[src/rtl/xcfr_pkg.sv]
package xcfr_pkg;

    localparam int MaxFrameDefault = 64;

    // register indexes on the configuration port
    localparam logic [2:0] REG_START_BYTE     = 3'd0;
    localparam logic [2:0] REG_END_BYTE       = 3'd1;
    localparam logic [2:0] REG_BROADCAST_BYTE = 3'd2;
    localparam logic [2:0] REG_UNICAST_BYTE   = 3'd3;
    localparam logic [2:0] REG_READ_CODE      = 3'd4;
    localparam logic [2:0] REG_GET_CODE       = 3'd5;
    localparam logic [2:0] REG_TEST_CODE      = 3'd6;
    localparam logic [2:0] REG_DEVICE_ID      = 3'd7;

    localparam logic [7:0] ASCII_ZERO = 8'h30;
    localparam logic [6:0] DEC_RADIX  = 7'd10;

    typedef enum logic [2:0] {
        ST_OK        = 3'd0,
        ST_CSUM_BAD  = 3'd1,
        ST_BAD_DEST  = 3'd2,
        ST_ADDR_MISS = 3'd3,
        ST_BAD_CMD   = 3'd4,
        ST_TOO_SHORT = 3'd5
    } status_t;

    typedef enum logic [1:0] {
        CMD_READ = 2'd0,
        CMD_GET  = 2'd1,
        CMD_TEST = 2'd2
    } command_t;

    typedef struct packed {
        logic [7:0] start_byte;
        logic [7:0] end_byte;
        logic [7:0] broadcast_byte;
        logic [7:0] unicast_byte;
        logic [7:0] read_code;
        logic [7:0] get_code;
        logic [7:0] test_code;
        logic [4:0] device_id;
    } cfg_t;

    // bytes captured from the frame under collection
    typedef struct packed {
        logic [7:0]  running_xor;
        logic [15:0] last_two_bytes;
        logic [7:0]  dest_byte;
        logic [15:0] addr_digits;
        logic [15:0] cmd_candidates;
    } frame_t;

    typedef struct packed {
        status_t    status;
        command_t   command;
        logic       is_broadcast;
        logic [6:0] frame_address;
        logic [7:0] computed_sum;
        logic [7:0] received_sum;
    } result_t;

    // {valid, value} of one hex character, either case
    function automatic logic [4:0] hex_nibble(input logic [7:0] c);
        logic [7:0] d;
        d = 8'h00;
        if (c inside {[8'h30:8'h39]}) begin
            d = c - 8'h30;
            return {1'b1, d[3:0]};
        end else if (c inside {[8'h41:8'h46]}) begin
            d = c - 8'h37;
            return {1'b1, d[3:0]};
        end else if (c inside {[8'h61:8'h66]}) begin
            d = c - 8'h57;
            return {1'b1, d[3:0]};
        end
        return 5'b0_0000;
    endfunction

endpackage

[src/rtl/xcfr_frame_eval.sv]
module xcfr_frame_eval import xcfr_pkg::*; #(
    parameter int CntW = 7
) (
    input  cfg_t              cfg,
    input  frame_t            frame,
    input  logic [CntW-1:0]   byte_count,
    output result_t           result
);

    logic [7:0] hi, lo, d1, d2, cb, d1v, d2v;
    logic [4:0] hex_hi, hex_lo;
    logic [7:0] csum, rsum;
    logic       is_b, is_u, digits_ok;
    logic [6:0] addr;

    always_comb begin
        hi     = frame.last_two_bytes[15:8];
        lo     = frame.last_two_bytes[7:0];
        hex_hi = hex_nibble(hi);
        hex_lo = hex_nibble(lo);
        csum   = frame.running_xor ^ hi ^ lo;
        rsum   = {hex_hi[3:0], hex_lo[3:0]};
        is_b   = (frame.dest_byte == cfg.broadcast_byte);
        is_u   = (frame.dest_byte == cfg.unicast_byte);
        d1     = frame.addr_digits[7:0];
        d2     = frame.addr_digits[15:8];
        d1v    = d1 - ASCII_ZERO;
        d2v    = d2 - ASCII_ZERO;
        digits_ok = (d1 inside {[8'h30:8'h39]}) && (d2 inside {[8'h30:8'h39]});
        addr   = 7'(d1v[3:0]) * DEC_RADIX + 7'(d2v[3:0]);
        cb     = is_b ? frame.cmd_candidates[7:0] : frame.cmd_candidates[15:8];

        result = '{status: ST_OK, command: CMD_READ, is_broadcast: 1'b0,
                   frame_address: 7'd0, computed_sum: 8'd0, received_sum: 8'd0};

        if (byte_count < CntW'(3)) begin
            result.status = ST_TOO_SHORT;
        end else begin
            result.computed_sum = csum;
            result.received_sum = rsum;
            if (!hex_hi[4] || !hex_lo[4] || csum != rsum) begin
                result.status = ST_CSUM_BAD;
            end else if (byte_count < CntW'(4)) begin
                // no destination byte ahead of the checksum
                result.status = ST_TOO_SHORT;
            end else if (!is_b && !is_u) begin
                result.status = ST_BAD_DEST;
            end else if (byte_count < (is_b ? CntW'(5) : CntW'(7))) begin
                result.status = ST_TOO_SHORT;
            end else begin
                result.is_broadcast = is_b;
                if (!is_b) begin
                    if (!digits_ok) begin
                        result.status = ST_ADDR_MISS;
                    end else begin
                        result.frame_address = addr;
                        if (addr != {2'b00, cfg.device_id}) begin
                            result.status = ST_ADDR_MISS;
                        end
                    end
                end
                if (result.status == ST_OK) begin
                    if (cb == cfg.read_code) begin
                        result.command = CMD_READ;
                    end else if (cb == cfg.get_code) begin
                        result.command = CMD_GET;
                    end else if (cb == cfg.test_code) begin
                        result.command = CMD_TEST;
                    end else begin
                        result.status = ST_BAD_CMD;
                    end
                end
            end
        end
    end

endmodule

[src/rtl/xor_checked_frame_receiver_top.sv]
// xor-checked frame receiver
//
// s_ channel: one received serial byte per request (s_rx_byte), valid/ready.
// m_ channel: one result per completed frame (status, command, broadcast
// flag, address, computed and received checksum), valid/ready.
// cfg_ port: plain register writes, index 0..7, taken at once; only to be
// used while no frame result is outstanding.
//
// throughput: one byte per cycle while s_ready is high; the frame tracker
// updates per accepted byte; an end byte loads the frame's result into the
// result or skid register (if m_ stalls); other bytes leave no trace on m_
// the output has a result register plus a skid register, so bytes keep
// flowing while one result waits; s_ready only drops once both hold a result
// and the receiver still stalls, and rises again as soon as one is taken
// reset (aresetn low, synchronous) restores the default framing bytes and
// codes, device id 0, drops any partial frame and empties both result stages
module xor_checked_frame_receiver_top import xcfr_pkg::*; #(
    parameter int MaxFrame = MaxFrameDefault
) (
    input  logic       aclk,
    input  logic       aresetn,
    // configuration writes
    input  logic       cfg_we,
    input  logic [2:0] cfg_index,
    input  logic [7:0] cfg_data,
    // received bytes
    input  logic       s_valid,
    output logic       s_ready,
    input  logic [7:0] s_rx_byte,
    // frame results
    output logic       m_valid,
    input  logic       m_ready,
    output logic [2:0] m_status,
    output logic [1:0] m_command,
    output logic       m_is_broadcast,
    output logic [6:0] m_frame_address,
    output logic [7:0] m_computed_sum,
    output logic [7:0] m_received_sum
);

    localparam int CntW = $clog2(MaxFrame + 1);

    // byte positions inside a frame, start byte is position 0
    localparam logic [CntW-1:0] POS_DEST   = CntW'(1);
    localparam logic [CntW-1:0] POS_ADDR_H = CntW'(2);
    localparam logic [CntW-1:0] POS_ADDR_L = CntW'(3);
    localparam logic [CntW-1:0] POS_CMD_U  = CntW'(4);
    localparam logic [CntW-1:0] CNT_MAX    = CntW'(MaxFrame);

    cfg_t            cfg_reg;
    logic            in_frame_reg;
    logic [CntW-1:0] byte_count_reg;
    frame_t          frame_reg, frame_next;
    result_t         out_reg, skid_reg, eval_result;
    logic            out_valid_reg, skid_valid_reg;

    logic s_fire, end_seen, out_free;

    // configuration registers
    always_ff @(posedge aclk) begin
        if (!aresetn) begin
            cfg_reg <= '{start_byte: 8'd36, end_byte: 8'd42, broadcast_byte: 8'd66,
                         unicast_byte: 8'd85, read_code: 8'd82, get_code: 8'd71,
                         test_code: 8'd84, device_id: 5'd0};
        end else if (cfg_we) begin
            case (cfg_index)
                REG_START_BYTE:     cfg_reg.start_byte     <= cfg_data;
                REG_END_BYTE:       cfg_reg.end_byte       <= cfg_data;
                REG_BROADCAST_BYTE: cfg_reg.broadcast_byte <= cfg_data;
                REG_UNICAST_BYTE:   cfg_reg.unicast_byte   <= cfg_data;
                REG_READ_CODE:      cfg_reg.read_code      <= cfg_data;
                REG_GET_CODE:       cfg_reg.get_code       <= cfg_data;
                REG_TEST_CODE:      cfg_reg.test_code      <= cfg_data;
                REG_DEVICE_ID:      cfg_reg.device_id      <= cfg_data[4:0];
                default:            cfg_reg                <= cfg_reg;
            endcase
        end
    end

    assign s_fire   = s_valid && s_ready;
    // end byte closes the frame before the overflow test
    assign end_seen = s_fire && in_frame_reg && (s_rx_byte == cfg_reg.end_byte);

    // capture of the early frame bytes and the running checksum
    always_comb begin
        frame_next = frame_reg;
        case (byte_count_reg)
            POS_DEST:   frame_next.dest_byte = s_rx_byte;
            POS_ADDR_H: begin
                frame_next.addr_digits[7:0]    = s_rx_byte;
                frame_next.cmd_candidates[7:0] = s_rx_byte;
            end
            POS_ADDR_L: frame_next.addr_digits[15:8]    = s_rx_byte;
            POS_CMD_U:  frame_next.cmd_candidates[15:8] = s_rx_byte;
            default:    frame_next.dest_byte = frame_reg.dest_byte;
        endcase
        frame_next.running_xor    = frame_reg.running_xor ^ s_rx_byte;
        frame_next.last_two_bytes = {frame_reg.last_two_bytes[7:0], s_rx_byte};
    end

    // frame tracker
    always_ff @(posedge aclk) begin
        if (!aresetn) begin
            in_frame_reg   <= 1'b0;
            byte_count_reg <= '0;
        end else if (s_fire) begin
            if (!in_frame_reg) begin
                if (s_rx_byte == cfg_reg.start_byte) begin
                    in_frame_reg   <= 1'b1;
                    byte_count_reg <= CntW'(1);
                end
            end else if (s_rx_byte == cfg_reg.end_byte) begin
                in_frame_reg <= 1'b0;
            end else if (byte_count_reg >= CNT_MAX) begin
                // overflow, frame dropped without a result
                in_frame_reg <= 1'b0;
            end else begin
                byte_count_reg <= byte_count_reg + CntW'(1);
            end
        end
    end

    always_ff @(posedge aclk) begin
        if (s_fire) begin
            if (!in_frame_reg) begin
                if (s_rx_byte == cfg_reg.start_byte) begin
                    frame_reg <= '{running_xor: s_rx_byte,
                                   last_two_bytes: {8'h00, s_rx_byte},
                                   dest_byte: 8'h00, addr_digits: 16'h0000,
                                   cmd_candidates: 16'h0000};
                end
            end else if (s_rx_byte != cfg_reg.end_byte && byte_count_reg < CNT_MAX) begin
                frame_reg <= frame_next;
            end
        end
    end

    xcfr_frame_eval #(
        .CntW(CntW)
    ) u_eval (
        .cfg        (cfg_reg),
        .frame      (frame_reg),
        .byte_count (byte_count_reg),
        .result     (eval_result)
    );

    // result register with skid stage
    assign out_free = !out_valid_reg || m_ready;
    assign s_ready  = !skid_valid_reg;

    always_ff @(posedge aclk) begin
        if (!aresetn) begin
            out_valid_reg  <= 1'b0;
            skid_valid_reg <= 1'b0;
        end else if (out_free) begin
            if (skid_valid_reg) begin
                out_valid_reg  <= 1'b1;
                skid_valid_reg <= 1'b0;
            end else begin
                out_valid_reg <= end_seen;
            end
        end else if (end_seen) begin
            skid_valid_reg <= 1'b1;
        end
    end

    always_ff @(posedge aclk) begin
        if (out_free) begin
            if (skid_valid_reg) begin
                out_reg <= skid_reg;
            end else if (end_seen) begin
                out_reg <= eval_result;
            end
        end else if (end_seen) begin
            skid_reg <= eval_result;
        end
    end

    assign m_valid         = out_valid_reg;
    assign m_status        = out_reg.status;
    assign m_command       = out_reg.command;
    assign m_is_broadcast  = out_reg.is_broadcast;
    assign m_frame_address = out_reg.frame_address;
    assign m_computed_sum  = out_reg.computed_sum;
    assign m_received_sum  = out_reg.received_sum;

endmodule

[config.mk]
export PLATFORM = sky130hd
export DESIGN_NAME = xor_checked_frame_receiver_top
export DESIGN_NICKNAME = d
export VERILOG_FILES = /design/src/rtl/xcfr_pkg.sv /design/src/rtl/xcfr_frame_eval.sv /design/src/rtl/xor_checked_frame_receiver_top.sv
export SDC_FILE = /design/constraint.sdc
export NUM_CORES = 1
export LEC_CHECK = 0
export BUFFER_PORTS_ARGS = -buffer_cell sky130_fd_sc_hd__buf_2
export CORE_MARGIN = 8
export CORE_UTILIZATION = 40
export CTS_BUF_LIST = sky130_fd_sc_hd__clkbuf_8
export DETAILED_ROUTE_END_ITERATION = 10
export HOLD_SLACK_MARGIN = 0.02
export PLACE_DENSITY = 0.56
export SYNTH_ARGS = -nofsm -noshare
export SYNTH_HDL_FRONTEND = slang
export SYNTH_SLANG_ARGS = --single-unit
[constraint.sdc]
create_clock -name aclk -period 6.3 [get_ports aclk]
set_input_delay 0.315 -clock aclk [delete_from_list [all_inputs] [get_ports aclk]]
set_output_delay 0.315 -clock aclk [all_outputs]
set_load 0.01 [all_outputs]
==> run metrics <==
outcome=completed; kind of start point of the critical path=flop; area inside the core boundary=22600 um2; top fanout value on the critical path=18; maximum vdd drop=0.126 mV; LEAKAGE=3.56 nW; Initial Utilization=0.407; post-synthesis async set-or-reset flop share=0; Routed WL per cell=18.4 um; count of unique library cells instantiated by Yosys=70; most used flip-flop cell after synthesis=sky130_fd_sc_hd__edfxtp_1; time the final worst path needs with I/O delays and setup=3.86 ns; net count of the mapped netlist=928; Tot Pwr=2.25 mW; DRC marker count from the first detailed-route iteration=489; number of flops mapped to enable cells by yosys=114; share of the clock period used by the worst path=0.612; type of destination of the critical path=flop; sequential cell area=4840 um2; Crit-path slowest cell=sky130_fd_sc_hd__or4_4; critical path buffer and inverter count=1; clock tree skew after final layout=0.0173 ns; dominant delay contributor by cell family on the critical path=simple AND/OR/NAND/NOR gates; biggest area contributors in the synthesized netlist=sky130_fd_sc_hd__edfxtp_1 (37%), sky130_fd_sc_hd__dfxtp_1 (15%), sky130_fd_sc_hd__nand2_1 (6.8%), sky130_fd_sc_hd__xnor2_1 (4.2%), sky130_fd_sc_hd__xor2_1 (4.0%); layout overhead on the synthesized area=10.4%; type of the worst min-delay path=primary input to flop; Sink Count=185; Post-CTS Hold Buffers=0; cell chosen for the clock root=sky130_fd_sc_hd__clkbuf_8; multi-input logic area=4120 um2; nets@finish=973; Yosys top cell area share=0.371; Avg Vias per Cell=5.31; setup violation total in the final timing report=0; first-pass detailed-route iteration total=5; # IOs=55; antenna viol nets, final=0; H-tree levels=4; die span in y=168 um; total negative slack for setup checks=0 ns; Post CTS Setup Buffer Count=0; flip-flop count of the largest register, all copies and words added=61; hold violation count in the final report=0; unrepaired setup endpoints after global routing=false; cell area after synthesis=9220 um2; endpoint required time on the critical path=6.57 ns; first-pass GRT wire length=36400 um; signal arrival time at the worst endpoint=4.13 ns; final WL=22600 um; Num CTS Buffers=17; power per cell area=221 nW/um2; Residual DRC=0; TritonCTS clock tree=built; DR vias=6526; Crit path largest cell delay=0.61 ns; RePlAce Congestion=0.862; floorplan die width=168 um; minimum hold slack=0.149 ns; # fillers=2154; quantity of gates resized following cts=0; maximum root-to-sink buffer count=2; number of buffers added on ports=54; global-route congestion overflow total=0; number of register bits inferred by synthesis=185; biggest area consumer among synthesized cells=sky130_fd_sc_hd__edfxtp_1; worst slew margin relative to its limit=0.226; Post-Syn Area per Cell=10.4 um2; total global-route track usage=0.164; number of maximum-capacitance violations=0; Finished Core Util=0.450; proportion of layout cells with a drive suffix above 1=0.121; maximum number of pins on one net before global-route repair=67; overall die area=28200 um2; warnings from Yosys=0; proportion of synthesized chip area in sequential cells=0.525; worst setup path class=flop to flop; Site Rows=55; Worst-Margin Slew=1.15 ns; Diodes inserted=0; number of instances in the synthesized netlist=885; final HPWL from detailed placement=16300 um; initial antenna violation count=0; Max Clk Rate=259 MHz; max-slew violations=0; CTS clk-pin slew, worst paths=0.10 ns; sequence of cells on the critical path=xnor2_1 > and4_1 > nand2_1 > clkinv_1 > ha_1 > a21oi_1 > o21ai_0 > nand4_2 > or4_4 > o31ai_1; via count of the first global-routing pass=6300; source-to-sink clock delay at the later pin of the worst-skew pair=0.47 ns
==> final timing paths <==
check / start / slack, ns / to / depth (start not counted)
setup / recovery: frame_reg[32] / 2.44 / m_frame_address[3] / 10
hold / removal: s_rx_byte[5] / 0.15 / frame_next[53] / 1
setup reg to reg: frame_reg[32] / 2.44 / m_frame_address[3] / 10
hold reg to reg: cfg_reg[56] / 0.48 / cfg_reg[56] / 2
==> power by group <==
group | switching (mW) | leakage, nW | total, mW | internal [mW]
Combinational | 0.0547 | 1.69 | 0.0863 | 0.0316
Sequential | 0.0102 | 1.65 | 1.29 | 1.28
Clock | 0.442 | 0.217 | 0.877 | 0.435
Total | 0.507 | 3.56 | 2.25 | 1.75
==> cells in the mapped netlist (3+ instances only) <==
| library cell | count |
|---|---|
| sky130_fd_sc_hd__a21boi_0 | 36 |
| sky130_fd_sc_hd__a21o_1 | 5 |
| sky130_fd_sc_hd__a21oi_1 | 23 |
| sky130_fd_sc_hd__a222oi_1 | 4 |
| sky130_fd_sc_hd__a31oi_1 | 7 |
| sky130_fd_sc_hd__and2_1 | 22 |
| sky130_fd_sc_hd__and3_1 | 3 |
| sky130_fd_sc_hd__clkbuf_1 | 31 |
| sky130_fd_sc_hd__dfxtp_1 | 71 |
| sky130_fd_sc_hd__edfxtp_1 | 114 |
| sky130_fd_sc_hd__ha_1 | 17 |
| sky130_fd_sc_hd__inv_1 | 31 |
| sky130_fd_sc_hd__mux2_2 | 9 |
| sky130_fd_sc_hd__mux2i_1 | 11 |
| sky130_fd_sc_hd__nand2_1 | 167 |
| sky130_fd_sc_hd__nand2b_1 | 10 |
| sky130_fd_sc_hd__nand3_1 | 33 |
| sky130_fd_sc_hd__nand4_1 | 13 |
| sky130_fd_sc_hd__nor2_1 | 41 |
| sky130_fd_sc_hd__nor2b_1 | 26 |
| sky130_fd_sc_hd__nor3_1 | 16 |
| sky130_fd_sc_hd__nor3b_1 | 5 |
| sky130_fd_sc_hd__nor4_1 | 13 |
| sky130_fd_sc_hd__o211ai_1 | 5 |
| sky130_fd_sc_hd__o21ai_0 | 12 |
| sky130_fd_sc_hd__o22ai_1 | 4 |
| sky130_fd_sc_hd__o31ai_1 | 17 |
| sky130_fd_sc_hd__o31ai_4 | 3 |
| sky130_fd_sc_hd__xnor2_1 | 44 |
| sky130_fd_sc_hd__xor2_1 | 42 |
==> cell type report <==
type                       instances  area share
clock buffer                      17      0.0230
clock inverter                    15      0.0192
inverter                          32      0.0118
multi-input combinational        635       0.405
sequential                       185       0.476
tap                              285      0.0350
timing repair buffer              59      0.0302
==> kinds of logic (layout without fill, tap and decap cells) <==
family,after synthesis,count (layout),share of synthesized area
simple gates,368,368,0.194
flops,185,185,0.525
compound gates,138,138,0.110
xor+xnor,88,88,0.0867
buf+inv,65,123,0.0285
mux,22,22,0.0278
fa+ha+maj,19,19,0.0274
==> stage by stage <==
stage / area, um2 / setup WS [ns] / cells
after floorplan: 9220 / 2.15 / 885
after global placement: 9750 / 2.57 / 1196
after detailed placement: 9750 / 2.40 / 1196
after CTS: 10200 / 2.36 / 1228
after global routing: 10200 / 2.11 / 1228
final: 10200 / 2.44 / 1228
==> layer usage <==
layer	global-route usage	part of all wire	vias to the layer above
li1	-	-	3232
met5	0	0	-
met4	0.0404	0.010	0
met2	0.243	0.43	172
met1	0.242	0.51	3111
met3	0.0313	0.050	11
==> cell usage in the layout (no fill, tap or decap), types with 3 or more instances in the layout <==
cell,netlist,final
sky130_fd_sc_hd__a21boi_0,36,36
sky130_fd_sc_hd__a21o_1,5,5
sky130_fd_sc_hd__a21oi_1,23,23
sky130_fd_sc_hd__a222oi_1,4,4
sky130_fd_sc_hd__a31oi_1,7,7
sky130_fd_sc_hd__and2_1,22,22
sky130_fd_sc_hd__and3_1,3,3
sky130_fd_sc_hd__buf_2,0,54
sky130_fd_sc_hd__buf_4,0,5
sky130_fd_sc_hd__bufinv_16,0,4
sky130_fd_sc_hd__clkbuf_8,0,17
sky130_fd_sc_hd__clkinv_1,1,4
sky130_fd_sc_hd__dfxtp_1,71,71
sky130_fd_sc_hd__edfxtp_1,114,114
sky130_fd_sc_hd__ha_1,17,17
sky130_fd_sc_hd__inv_1,31,32
sky130_fd_sc_hd__inv_6,0,4
sky130_fd_sc_hd__mux2_2,9,9
sky130_fd_sc_hd__mux2i_1,11,11
sky130_fd_sc_hd__nand2_1,167,167
sky130_fd_sc_hd__nand2b_1,10,10
sky130_fd_sc_hd__nand3_1,33,33
sky130_fd_sc_hd__nand4_1,13,13
sky130_fd_sc_hd__nor2_1,41,40
sky130_fd_sc_hd__nor2b_1,26,25
sky130_fd_sc_hd__nor3_1,16,15
sky130_fd_sc_hd__nor3b_1,5,5
sky130_fd_sc_hd__nor4_1,13,13
sky130_fd_sc_hd__o211ai_1,5,5
sky130_fd_sc_hd__o21ai_0,12,12
sky130_fd_sc_hd__o22ai_1,4,4
sky130_fd_sc_hd__o31ai_1,17,17
sky130_fd_sc_hd__o31ai_4,3,3
sky130_fd_sc_hd__xnor2_1,44,44
sky130_fd_sc_hd__xor2_1,42,42
No activity file was read; power rests on OpenSTA's default activity.
